## config.mk

```make
export PLATFORM = sky130hd
export DESIGN_NAME = readability_grade_counter
export DESIGN_NICKNAME = d
export VERILOG_FILES = /design/src/hdl/rgc_pkg.sv /design/src/hdl/rgc_counter.sv /design/src/hdl/rgc_grade_unit.sv /design/src/hdl/readability_grade_counter.sv
export SDC_FILE = /design/constraint.sdc
export NUM_CORES = 1
export LEC_CHECK = 0
export ABC_CLOCK_PERIOD_IN_PS = 9300
export BUFFER_PORTS_ARGS = -buffer_cell sky130_fd_sc_hd__buf_2
export CAP_MARGIN = 20
export CORE_MARGIN = 2
export CORE_UTILIZATION = 47
export CTS_BUF_LIST = sky130_fd_sc_hd__clkbuf_4 sky130_fd_sc_hd__clkbuf_8 sky130_fd_sc_hd__clkbuf_16
export DETAILED_ROUTE_END_ITERATION = 10
export GPL_ROUTABILITY_DRIVEN = 0
export PLACE_DENSITY = 0.7
export SYNTH_ARGS = -nofsm -noshare
export SYNTH_HDL_FRONTEND = slang
export SYNTH_SLANG_ARGS = --single-unit
export TNS_END_PERCENT = 5
```

## constraint.sdc

```tcl
create_clock -name clk -period 9.3 [get_ports clk]
set_input_delay 0.465 -clock clk [delete_from_list [all_inputs] [get_ports clk]]
set_output_delay 0.465 -clock clk [all_outputs]
set_load 0.02 [all_outputs]
```

## src/hdl/rgc_pkg.sv

```systemverilog
// Shared types, constants and character decode for the readability grade counter.
`default_nettype none

package rgc_pkg;

  // Result field widths
  localparam int OUT_W   = 16;
  localparam int GRADE_W = 5;
  localparam logic [GRADE_W-1:0] GRADE_MAX = 5'd16;

  // Scaled Coleman-Liau weights (x10000 / x100)
  localparam int COEF_W = 12;
  localparam logic [COEF_W-1:0] COEF_LETTER   = 12'd588;
  localparam logic [COEF_W-1:0] COEF_SENTENCE = 12'd2960;
  localparam logic [COEF_W-1:0] COEF_WORD     = 12'd1580;
  localparam logic [COEF_W-1:0] COEF_DEN      = 12'd100;

  // ASCII codes of interest
  localparam logic [7:0] CH_UPPER_LO = 8'd65;
  localparam logic [7:0] CH_UPPER_HI = 8'd90;
  localparam logic [7:0] CH_LOWER_LO = 8'd97;
  localparam logic [7:0] CH_LOWER_HI = 8'd122;
  localparam logic [7:0] CH_SPACE    = 8'd32;
  localparam logic [7:0] CH_BANG     = 8'd33;
  localparam logic [7:0] CH_DOT      = 8'd46;
  localparam logic [7:0] CH_QUERY    = 8'd63;

  typedef enum logic [1:0] {
    CLS_NONE,
    CLS_LETTER,
    CLS_SPACE,
    CLS_END
  } char_cls_t;

  typedef enum logic [2:0] {
    ST_IDLE,
    ST_MUL_L,
    ST_MUL_S,
    ST_MUL_W,
    ST_MUL_D,
    ST_PREP,
    ST_DIV,
    ST_DONE
  } unit_state_t;

  // Commands from the top level to the grade unit
  typedef struct packed {
    logic start;
    logic take;
  } unit_cmd_t;

  // Status from the grade unit to the top level
  typedef struct packed {
    logic idle;
    logic done;
  } unit_sts_t;

  function automatic char_cls_t char_class(input logic [7:0] c);
    char_cls_t cls;
    cls = CLS_NONE;
    if ((c >= CH_UPPER_LO && c <= CH_UPPER_HI) || (c >= CH_LOWER_LO && c <= CH_LOWER_HI)) begin
      cls = CLS_LETTER;
    end else if (c == CH_SPACE) begin
      cls = CLS_SPACE;
    end else if (c == CH_BANG || c == CH_DOT || c == CH_QUERY) begin
      cls = CLS_END;
    end
    return cls;
  endfunction

endpackage

`default_nettype wire

```

## src/hdl/rgc_counter.sv

```systemverilog
// Saturating letter, space and sentence counters, cleared after the final byte.
`default_nettype none

module rgc_counter #(
  parameter int COUNT_WIDTH = 16
) (
  input  wire logic                   clk,
  input  wire logic                   rst_n,
  input  wire logic                   take,
  input  wire logic                   last,
  input  wire logic [7:0]             char_code,
  output logic      [COUNT_WIDTH-1:0] letter_upd,
  output logic      [COUNT_WIDTH-1:0] sentence_upd,
  output logic      [COUNT_WIDTH-1:0] word_upd
);

  logic [COUNT_WIDTH-1:0] letter_r, letter_nxt;
  logic [COUNT_WIDTH-1:0] space_r, space_nxt;
  logic [COUNT_WIDTH-1:0] sentence_r, sentence_nxt;
  logic [COUNT_WIDTH-1:0] space_upd;
  rgc_pkg::char_cls_t     cls;

  function automatic logic [COUNT_WIDTH-1:0] sat_inc(input logic [COUNT_WIDTH-1:0] v);
    return (&v) ? v : v + 1'b1;
  endfunction

  always_comb begin
    cls = rgc_pkg::char_class(char_code);
    letter_upd   = (cls == rgc_pkg::CLS_LETTER) ? sat_inc(letter_r) : letter_r;
    space_upd    = (cls == rgc_pkg::CLS_SPACE) ? sat_inc(space_r) : space_r;
    sentence_upd = (cls == rgc_pkg::CLS_END) ? sat_inc(sentence_r) : sentence_r;
    word_upd     = sat_inc(space_upd);
  end

  // Advance on each accepted word; drop everything after the final byte
  always_comb begin
    letter_nxt   = letter_r;
    space_nxt    = space_r;
    sentence_nxt = sentence_r;
    if (take) begin
      if (last) begin
        letter_nxt   = '0;
        space_nxt    = '0;
        sentence_nxt = '0;
      end else begin
        letter_nxt   = letter_upd;
        space_nxt    = space_upd;
        sentence_nxt = sentence_upd;
      end
    end
  end

  always_ff @(posedge clk) begin
    if (!rst_n) begin
      letter_r   <= '0;
      space_r    <= '0;
      sentence_r <= '0;
    end else begin
      letter_r   <= letter_nxt;
      space_r    <= space_nxt;
      sentence_r <= sentence_nxt;
    end
  end

endmodule

`default_nettype wire

```

## src/hdl/rgc_grade_unit.sv

```systemverilog
// Sequenced grade unit: one shared multiplier and one shared subtractor.
`default_nettype none

module rgc_grade_unit #(
  parameter int COUNT_WIDTH = 16
) (
  input  wire logic                          clk,
  input  wire logic                          rst_n,
  input  wire rgc_pkg::unit_cmd_t            cmd,
  input  wire logic [COUNT_WIDTH-1:0]        letter_in,
  input  wire logic [COUNT_WIDTH-1:0]        sentence_in,
  input  wire logic [COUNT_WIDTH-1:0]        word_in,
  output rgc_pkg::unit_sts_t                 sts,
  output logic      [rgc_pkg::GRADE_W-1:0]   grade,
  output logic      [COUNT_WIDTH-1:0]        letter_out,
  output logic      [COUNT_WIDTH-1:0]        sentence_out,
  output logic      [COUNT_WIDTH-1:0]        word_out
);

  localparam int ACC_W = COUNT_WIDTH + 14;
  localparam int MUL_W = COUNT_WIDTH + rgc_pkg::COEF_W;

  rgc_pkg::unit_state_t state_r, state_nxt;

  logic [COUNT_WIDTH-1:0]      letter_r, sentence_r, word_r;
  logic [ACC_W-1:0]            prod_r, acc_r, rem_r, den2_r;
  logic [rgc_pkg::GRADE_W-1:0] quo_r;

  logic [COUNT_WIDTH-1:0]      mul_op;
  logic [rgc_pkg::COEF_W-1:0]  mul_coef;
  logic [MUL_W-1:0]            mul_res;
  logic [ACC_W-1:0]            alu_a, alu_b;
  logic [ACC_W:0]              alu_diff;
  logic                        num_pos;
  logic                        div_stop;

  // Control decoded from state
  logic ld_ops, acc_ld_prod, acc_ld_diff, prep, rem_ld_diff;

  // Shared multiplier: one count times one weight per cycle
  always_comb begin
    mul_op   = '0;
    mul_coef = '0;
    case (state_r)
      rgc_pkg::ST_MUL_L: begin
        mul_op   = letter_r;
        mul_coef = rgc_pkg::COEF_LETTER;
      end
      rgc_pkg::ST_MUL_S: begin
        mul_op   = sentence_r;
        mul_coef = rgc_pkg::COEF_SENTENCE;
      end
      rgc_pkg::ST_MUL_W: begin
        mul_op   = word_r;
        mul_coef = rgc_pkg::COEF_WORD;
      end
      rgc_pkg::ST_MUL_D: begin
        mul_op   = word_r;
        mul_coef = rgc_pkg::COEF_DEN;
      end
      default: begin
        mul_op   = '0;
        mul_coef = '0;
      end
    endcase
    mul_res = MUL_W'(mul_op) * MUL_W'(mul_coef);
  end

  // Shared subtractor: accumulate terms, then repeated subtract for the quotient
  always_comb begin
    if (state_r == rgc_pkg::ST_DIV) begin
      alu_a = rem_r;
      alu_b = den2_r;
    end else begin
      alu_a = acc_r;
      alu_b = prod_r;
    end
    alu_diff = {1'b0, alu_a} - {1'b0, alu_b};
    num_pos  = !acc_r[ACC_W-1] && (acc_r != '0);
    div_stop = (quo_r == rgc_pkg::GRADE_MAX) || alu_diff[ACC_W];
  end

  // Next state
  always_comb begin
    state_nxt = state_r;
    unique case (state_r)
      rgc_pkg::ST_IDLE:  if (cmd.start) state_nxt = rgc_pkg::ST_MUL_L;
      rgc_pkg::ST_MUL_L: state_nxt = rgc_pkg::ST_MUL_S;
      rgc_pkg::ST_MUL_S: state_nxt = rgc_pkg::ST_MUL_W;
      rgc_pkg::ST_MUL_W: state_nxt = rgc_pkg::ST_MUL_D;
      rgc_pkg::ST_MUL_D: state_nxt = rgc_pkg::ST_PREP;
      rgc_pkg::ST_PREP:  state_nxt = num_pos ? rgc_pkg::ST_DIV : rgc_pkg::ST_DONE;
      rgc_pkg::ST_DIV:   if (div_stop) state_nxt = rgc_pkg::ST_DONE;
      rgc_pkg::ST_DONE:  if (cmd.take) state_nxt = rgc_pkg::ST_IDLE;
      default:           state_nxt = rgc_pkg::ST_IDLE;
    endcase
  end

  // Outputs of the sequencer
  always_comb begin
    ld_ops      = 1'b0;
    acc_ld_prod = 1'b0;
    acc_ld_diff = 1'b0;
    prep        = 1'b0;
    rem_ld_diff = 1'b0;
    sts.idle    = 1'b0;
    sts.done    = 1'b0;
    unique case (state_r)
      rgc_pkg::ST_IDLE: begin
        sts.idle = 1'b1;
        ld_ops   = cmd.start;
      end
      rgc_pkg::ST_MUL_S: acc_ld_prod = 1'b1;
      rgc_pkg::ST_MUL_W: acc_ld_diff = 1'b1;
      rgc_pkg::ST_MUL_D: acc_ld_diff = 1'b1;
      rgc_pkg::ST_PREP:  prep = 1'b1;
      rgc_pkg::ST_DIV:   rem_ld_diff = !div_stop;
      rgc_pkg::ST_DONE:  sts.done = 1'b1;
      default: begin
        sts.idle = 1'b0;
      end
    endcase
  end

  always_ff @(posedge clk) begin
    if (!rst_n) begin
      state_r <= rgc_pkg::ST_IDLE;
    end else begin
      state_r <= state_nxt;
    end
  end

  always_ff @(posedge clk) begin
    prod_r <= ACC_W'(mul_res);
    if (ld_ops) begin
      letter_r   <= letter_in;
      sentence_r <= sentence_in;
      word_r     <= word_in;
    end
    if (acc_ld_prod) begin
      acc_r <= prod_r;
    end else if (acc_ld_diff) begin
      acc_r <= alu_diff[ACC_W-1:0];
    end
    if (prep) begin
      // prod_r holds the denominator here; bias by half of it for rounding
      rem_r  <= (acc_r << 1) + prod_r;
      den2_r <= prod_r << 1;
      quo_r  <= '0;
    end else if (rem_ld_diff) begin
      rem_r <= alu_diff[ACC_W-1:0];
      quo_r <= quo_r + 1'b1;
    end
  end

  assign grade        = quo_r;
  assign letter_out   = letter_r;
  assign sentence_out = sentence_r;
  assign word_out     = word_r;

endmodule

`default_nettype wire

```

## src/hdl/readability_grade_counter.sv

```systemverilog
// Top level of the readability grade counter: counters, grade unit, output register.
`default_nettype none

// Takes a text one ASCII byte per word on the in_ channel, with in_last_char
// marking its final byte, and counts letters, spaces and sentence end marks
// ('.', '!', '?') in saturating COUNT_WIDTH-bit counters. Ordinary bytes are
// taken one per cycle while the grade unit is idle. The final byte launches
// the grade unit, which forms 588*letters - 2960*sentences - 1580*words and
// 100*words with one shared multiplier (four products, one per cycle) and
// then finds the rounded quotient by repeated subtraction on one shared
// subtractor, clamped to 0..16. That unit sets the cost of a text's end:
// in_ready stays low from the acceptance of the final byte while the unit
// forms the products, prepares the division and runs the subtraction
// (skipped when the numerator is zero or negative, stopped at grade 16),
// and while the result waits for the output register to free up. The
// result (grade and the three totals, each cut to 16 bits) sits in an
// output register until out_ready takes it; counting of the next text may
// resume as soon as the result has moved there.

module readability_grade_counter #(
  parameter int COUNT_WIDTH = 16
) (
  input  wire logic        clk,
  input  wire logic        rst_n,
  input  wire logic        in_valid,
  output logic             in_ready,
  input  wire logic [7:0]  in_char_code,
  input  wire logic        in_last_char,
  output logic             out_valid,
  input  wire logic        out_ready,
  output logic [4:0]       out_grade,
  output logic [15:0]      out_letter_total,
  output logic [15:0]      out_word_total,
  output logic [15:0]      out_sentence_total
);

  logic                   in_take;
  logic [COUNT_WIDTH-1:0] letter_upd, sentence_upd, word_upd;
  logic [COUNT_WIDTH-1:0] letter_fin, sentence_fin, word_fin;
  logic [rgc_pkg::GRADE_W-1:0] grade_fin;

  rgc_pkg::unit_cmd_t unit_cmd;
  rgc_pkg::unit_sts_t unit_sts;

  logic                          out_valid_r, out_valid_nxt;
  logic [rgc_pkg::GRADE_W-1:0]   grade_r;
  logic [rgc_pkg::OUT_W-1:0]     letter_r, word_r, sentence_r;
  logic                          out_load;

  // Take bytes whenever the grade unit is free
  assign in_ready = unit_sts.idle;
  assign in_take  = in_valid && in_ready;

  rgc_counter #(
    .COUNT_WIDTH (COUNT_WIDTH)
  ) u_counter (
    .clk          (clk),
    .rst_n        (rst_n),
    .take         (in_take),
    .last         (in_last_char),
    .char_code    (in_char_code),
    .letter_upd   (letter_upd),
    .sentence_upd (sentence_upd),
    .word_upd     (word_upd)
  );

  // Launch the grade on the final byte; hand back once the output register is free
  assign out_load       = unit_sts.done && (!out_valid_r || out_ready);
  assign unit_cmd.start = in_take && in_last_char;
  assign unit_cmd.take  = out_load;

  rgc_grade_unit #(
    .COUNT_WIDTH (COUNT_WIDTH)
  ) u_grade (
    .clk          (clk),
    .rst_n        (rst_n),
    .cmd          (unit_cmd),
    .letter_in    (letter_upd),
    .sentence_in  (sentence_upd),
    .word_in      (word_upd),
    .sts          (unit_sts),
    .grade        (grade_fin),
    .letter_out   (letter_fin),
    .sentence_out (sentence_fin),
    .word_out     (word_fin)
  );

  // Hold the result word until the consumer takes it
  always_comb begin
    out_valid_nxt = out_valid_r;
    if (out_load) begin
      out_valid_nxt = 1'b1;
    end else if (out_ready) begin
      out_valid_nxt = 1'b0;
    end
  end

  always_ff @(posedge clk) begin
    if (!rst_n) begin
      out_valid_r <= 1'b0;
    end else begin
      out_valid_r <= out_valid_nxt;
    end
  end

  // Cut each total to its 16-bit field; the grade used the full counts
  always_ff @(posedge clk) begin
    if (out_load) begin
      grade_r    <= grade_fin;
      letter_r   <= rgc_pkg::OUT_W'(letter_fin);
      word_r     <= rgc_pkg::OUT_W'(word_fin);
      sentence_r <= rgc_pkg::OUT_W'(sentence_fin);
    end
  end

  assign out_valid          = out_valid_r;
  assign out_grade          = grade_r;
  assign out_letter_total   = letter_r;
  assign out_word_total     = word_r;
  assign out_sentence_total = sentence_r;

endmodule

`default_nettype wire

```

==> results.yml, run 1 <==
run_status:
  outcome: "complete, no violations"
global_route:
  antenna_found_initial: 0
  grt_use_total_pct: 22.6
  grt_pass1_wl_mm: 78.9
  grt_pass1_vias: 14900
  grt_overflow_total: 0
  grt_max_degree: 64
min_path:
  hp-class: "input port to flop"
  hp-start: "rst_n"
logic_synthesis:
  synth_common_cells: "203 x nor2_1, 192 x inv_1, 185 x edfxtp_1, 183 x nand2_1, 138 x ha_1"
  yosysMostFrequentCell: "nor2_1"
  synth_nets: 2242
  synth_flop_cell: "edfxtp_1"
  netlist_area_mm2: 0.0194
  ys_top_cells_by_area: "edfxtp_1 29%, fa_1 11%, ha_1 8.9%"
  ys_seq_area_share_pct: 37.3
  synth_top_area_share_pct: 28.6
  ys_ff_latch: 270
  yosys_warnings: 0
  synthArstFlopShare_pct: 0
  synth_edf_count: 185
  avgSynthCellArea_um2: 9.81
  yosysTopAreaCell: "edfxtp_1"
  synth_cells: 1981
  synth.distinct_cells: 73
sta:
  tightestPinTransition_ns: 1.13
  fin_skew_ns: 0.00822
  setup_viol: 0
  relSlewSlack_pct: 24.1
  min_period_ns: 8.29
  setup_tns_ns: 0
  fmax_mhz: 121
  drv_slew: 0
  fin_ws_ns: 1.01
  rsz0062_at_grt: "false"
  finalHoldViolCount: 0
  period_share_pct: 89.1
detailed_routing:
  antenna_left: 0
  wire_per_inst_um: 19.1
  drt_iter0_markers: 1182
  drt_wl_total_mm: 49.5
  drc: 0
  vias: 15100
  via_per_inst: 5.81
  dr.pass1.iters: 8
clocking:
  clock_latency_ns: 0.58
  cts_setup_buffers: 0
  cts_hold_buf: 0
  cts_buffers: 31
  clk_pin_slew_worst_paths_ns: 0.06
  cts.sinks: 270
  cts-resized-gates: 0
  cts_buffer_depth: 3
  cts_tree: "done"
  cts_max_level: 1
  root_buffer: "clkbuf_16"
pwr:
  p_int_uw: 3410
  power.net_switching_uw: 2460
  combPwrFrac_pct: 50.3
  clockPowerShare_pct: 20.4
  p_leak_uw: 0.00921
  power.share.switching_pct: 41.9
  ir_worst_vdd_mv: 0.209
  power_density_mw_per_mm2: 275
  seqPwrFrac_pct: 29.3
die:
  die-area_mm2: 0.0430
  initial_core_util_pct: 47.6
  fp.dieH_um: 207
  rows: 74
  io_pins: 68
  die_w_um: 207
  coreArea_mm2: 0.0408
flow_run:
  max_cap_viol_count: 0
setup_path:
  startpoint_type: "flop"
  cp-end-kind: "flop"
  critPathMaxFanout: 23
  crit_top_cell: "fa_1"
  path_cells: "nand2b_1, buf_4, nand2_1, a222oi_1, nor2_1, fa_1, inv_1, fa_1, inv_1, fa_1, fa_1, inv_1, fa_1, inv_1, ha_1, or3_1, a2111oi_0, and3b_1, a221o_1, a211oi_1, o31ai_1, a21oi_1, xnor2_1"
  crit_start: "u_grade.state_r[2]"
  critical_path_required_ns: 9.81
  cp_slowest_cell: "a222oi_1"
  critPathKind: "flop to flop"
  reg2reg_from: "u_grade.state_r[2]"
  arrival_ns: 8.80
  critPathMaxStageDelay_ns: 0.89
cells_and_area:
  num-fill-cells: 3576
  nNetsFinal: 2299
  finish.utilization_pct: 52.4
  antenna_cells: 0
  drive_above_1_share_pct: 10.6
  syn2layout_area_growth_pct: 10.0
place:
  post-place-ws_ns: 1.14
  io_buffers: 67
  place_hpwl_mm: 37.0
-- power groups by stage --
stage | clock (uW) | sequential (uW) | combinational [uW]
3_3_place_gp | 0 | 1740 | 2810
4_1_cts | 1220 | 1720 | 2920
2_1_floorplan | 0 | 1660 | 2250
3_5_place_dp | 0 | 1740 | 2900
6_report | 1200 | 1720 | 2950
5_1_grt | 1260 | 1730 | 3330
-- worst max-delay path, delay by kind of cell (launching register included) --
family,cells,cell delay (ns)
adder cells (fa/ha/maj),6,2.86
AO/OA/AOI/OAI,6,2.37
AND/OR/NAND/NOR,5,1.62
flip-flops,1,0.78
buffers and inverters,5,0.43
XOR/XNOR,1,0.13
-- per-stage QoR --
step	area [um2]	hold slack, ns	total power (uW)	std cells
3_3_place_gp	20400	0.442	4550	2535
3_5_place_dp	20400	0.438	4640	2535
2_1_floorplan	19400	0.425	3910	1981
5_1_grt	21400	0.221	6320	2595
4_1_cts	21400	0.200	5850	2593
6_report	21400	0.221	5870	2595
-- cell families after synthesis --
family / share of synthesized area [%]
compound gates: 13.1
xor+xnor: 4.55
fa+ha+maj: 20.2
buf+inv: 5.01
flops: 37.3
mux: 4.32
simple gates: 15.5
-- worst paths after layout --
kind / to / slack (ns) / depth (start not counted)
worst max-delay path: u_grade.prod_r[24] / 1.01 / 23
worst min-delay path: u_grade.state_r[1] / 0.22 / 3
worst max register to register: u_grade.prod_r[24] / 1.01 / 23
worst min register to register: out_sentence_total[2] / 0.46 / 0
-- cell usage in the layout, fill, tap and decap left out, drive strengths merged, types with 12 or more instances in the layout --
master  count
clkbuf     44
a211oi     18
a21o       30
or3        17
o21a       18
buf        88
and2       17
and3       24
or2        17
dfxtp      85
fa        110
nor4       21
nor3       33
xnor2      59
xor2       42
nand2b     20
a21oi     112
edfxtp    185
mux2i      40
nand2     183
mux2       39
inv       195
ha        138
nand3      50
nand4      17
a22oi      36
o31ai      12
nor2      203
o21ai      81
-- routing by layer --
layer,GRT usage (%),wire (um),part of all wire [%],up-vias
li1,-,-,-,7111
met1,29.9,21200,43,7325
met5,0,0,0,-
met3,2.47,2960,6.0,111
met4,8.30,1610,3.3,0
met2,38.4,23700,48,537
-- area by class of cell --
| class | instances | area (um2) | share of cell area [%] |
|---|---|---|---|
| clock buffers | 44 | 898 | 4.20 |
| clock inverters | 14 | 110 | 0.515 |
| inverters | 192 | 721 | 3.37 |
| multi-input cells | 1455 | 11200 | 52.6 |
| flip-flops and latches | 270 | 7260 | 33.9 |
| well taps | 532 | 666 | 3.11 |
| repair buffers | 88 | 493 | 2.31 |
-- registers in the layout, summed over array words and instances, names as in the netlist, 26 cells and up --
register	cells
u_grade.acc_r	30
u_grade.den2_r	26
u_grade.prod_r	26
u_grade.rem_r	30
Power figures use the tool's default switching activity.
==> inputs of run 2 (changes only) <==
- CAP_MARGIN: 20 -> 10
- CORE_UTILIZATION: 47 -> 41
- MAX_ROUTING_LAYER: not set -> met4
- PLACE_DENSITY: 0.7 -> 0.64
==> results.yml, run 2 (synthesized netlist as in run 1, its figures left out) <==
die:
  io_pins: 68
  rows: 79
  fp.dieH_um: 222
  die_w_um: 222
  coreArea_mm2: 0.0467
  die-area_mm2: 0.0492
  initial_core_util_pct: 41.7
detailed_routing:
  via_per_inst: 5.56
  dr.pass1.iters: 6
  vias: 14800
  drt_iter0_markers: 1093
  wire_per_inst_um: 18.8
  drt_wl_total_mm: 50.0
  antenna_left: 0
  drc: 0
cells_and_area:
  layout_commonest_cell: "nor2_1"
  final_cell_mix: "200 x nor2_1, 191 x inv_1, 185 x edfxtp_1"
  reg_top3: "u_grade.acc_r: 30 flops, u_grade.rem_r: 30 flops"
  nNetsFinal: 2296
  syn2layout_area_growth_pct: 10.7
  antenna_cells: 0
  finish.utilization_pct: 46.1
  fin_cells: 2666
  drive_above_1_share_pct: 10.4
pwr:
  ir_worst_vdd_mv: 0.188
  p_leak_uw: 0.00923
  power_density_mw_per_mm2: 275
clocking:
  cts_buffers: 31
  cts_max_level: 1
  cts_buffer_depth: 3
  cts.sinks: 270
  root_buffer: "clkbuf_16"
  cts_setup_buffers: 0
  cts-resized-gates: 0
  clock_latency_ns: 0.58
  clk_pin_slew_worst_paths_ns: 0.06
  cts_tree: "done"
  cts_hold_buf: 0
setup_path:
  crit_top_cell: "fa_1"
  critPathMaxFanout: 23
  cp_slowest_cell: "a222oi_1"
  cp-end-kind: "flop"
  critPathKind: "flop to flop"
  reg2reg_from: "u_grade.state_r[2]"
  startpoint_type: "flop"
  critical_path_required_ns: 9.80
  crit_start: "u_grade.state_r[2]"
  critPathMaxStageDelay_ns: 0.94
  path_cells: "nand2b_1, nand2_1, a222oi_1, nor2_1, inv_1, fa_1, fa_1, inv_1, fa_1, fa_1, inv_1, fa_1, inv_1, ha_1, or3_1, a2111oi_0, and3b_1, a221o_1, a211oi_1, o31ai_1, a21oi_1, xnor2_1"
  arrival_ns: 9.18
global_route:
  grt_pass1_wl_mm: 79.9
  grt_use_total_pct: 20.8
  grt_pass1_vias: 14800
  grt_overflow_total: 0
  grt_max_degree: 64
  antenna_found_initial: 0
flow_run:
  max_cap_viol_count: 0
sta:
  min_period_ns: 8.68
  relSlewSlack_pct: 18.1
  tightestPinTransition_ns: 1.23
  setup_tns_ns: 0
  whs_ns: 0.228
  fin_skew_ns: 0.0220
  setup_viol: 0
  finalHoldViolCount: 0
  rsz0062_at_grt: "false"
  drv_slew: 0
  period_share_pct: 93.3
  fmax_mhz: 115
min_path:
  hp-start: "rst_n"
  hp-class: "input port to flop"
place:
  placed_cells: 2608
  place_hpwl_mm: 37.8
  io_buffers: 67
run_status:
  outcome: "complete, no violations"
-- run 2: changes by cell type in the layout (fill, tap and decap cells not counted) --
cell and change:
buf_4 -4, buf_6 +1, clkinv_4 -1, clkinv_2 -4
clkinv_1 -1, clkbuf_4 +2, clkbuf_8 +3, inv_6 -3
inv_4 +1, bufinv_16 +2
-- run 2: final timing paths --
kind | to | slack [ns] | cells after the start
max | u_grade.prod_r[26] | 0.62 | 22
min | u_grade.state_r[2] | 0.23 | 2
min reg2reg | out_sentence_total[8] | 0.48 | 0
max reg2reg | u_grade.prod_r[26] | 0.62 | 22
-- run 2: report_power, final --
part	internal [uW]	switching, uW	total (uW)
sequential	1570	149	1720
clock	782	492	1270
combinational	1130	1800	2940
-- run 2: metrics by stage --
| stage | setup WS (ns) | power (uW) | instance area [um2] |
|---|---|---|---|
| 5_1_grt | 0.125 | 6410 | 21500 |
| 2_1_floorplan | 2.18 | 3910 | 19400 |
| 4_1_cts | 0.708 | 5930 | 21500 |
| 3_3_place_gp | 1.01 | 4570 | 20400 |
| 3_5_place_dp | 0.784 | 4640 | 20400 |
| 6_report | 0.621 | 5930 | 21500 |
-- run 2: area by class of cell --
class / instances / area (um2)
Inverter: 192 / 721
Timing Repair Buffer: 85 / 474
Fill cell: 4367 / 25100
Clock inverter: 8 / 118
Sequential cell: 270 / 7260
Tap cell: 607 / 759
Multi-Input combinational cell: 1455 / 11200
Clock buffer: 49 / 955
-- run 2: layer usage --
metal	GRT usage [%]	vias up	wire length [um]
met5	-	-	0
met4	7.67	0	1770
met3	2.44	111	2760
met2	34.3	488	23700
met1	26.4	7130	21800
li1	-	7106	-
-- run 2: critical path, delay by kind of cell (launching register included) --
kind,cells,cell delay [ns]
fa+ha+maj,6,2.77
xor+xnor,1,0.13
buf+inv,4,0.31
compound gates,6,2.31
flops,1,0.79
simple gates,5,2.29
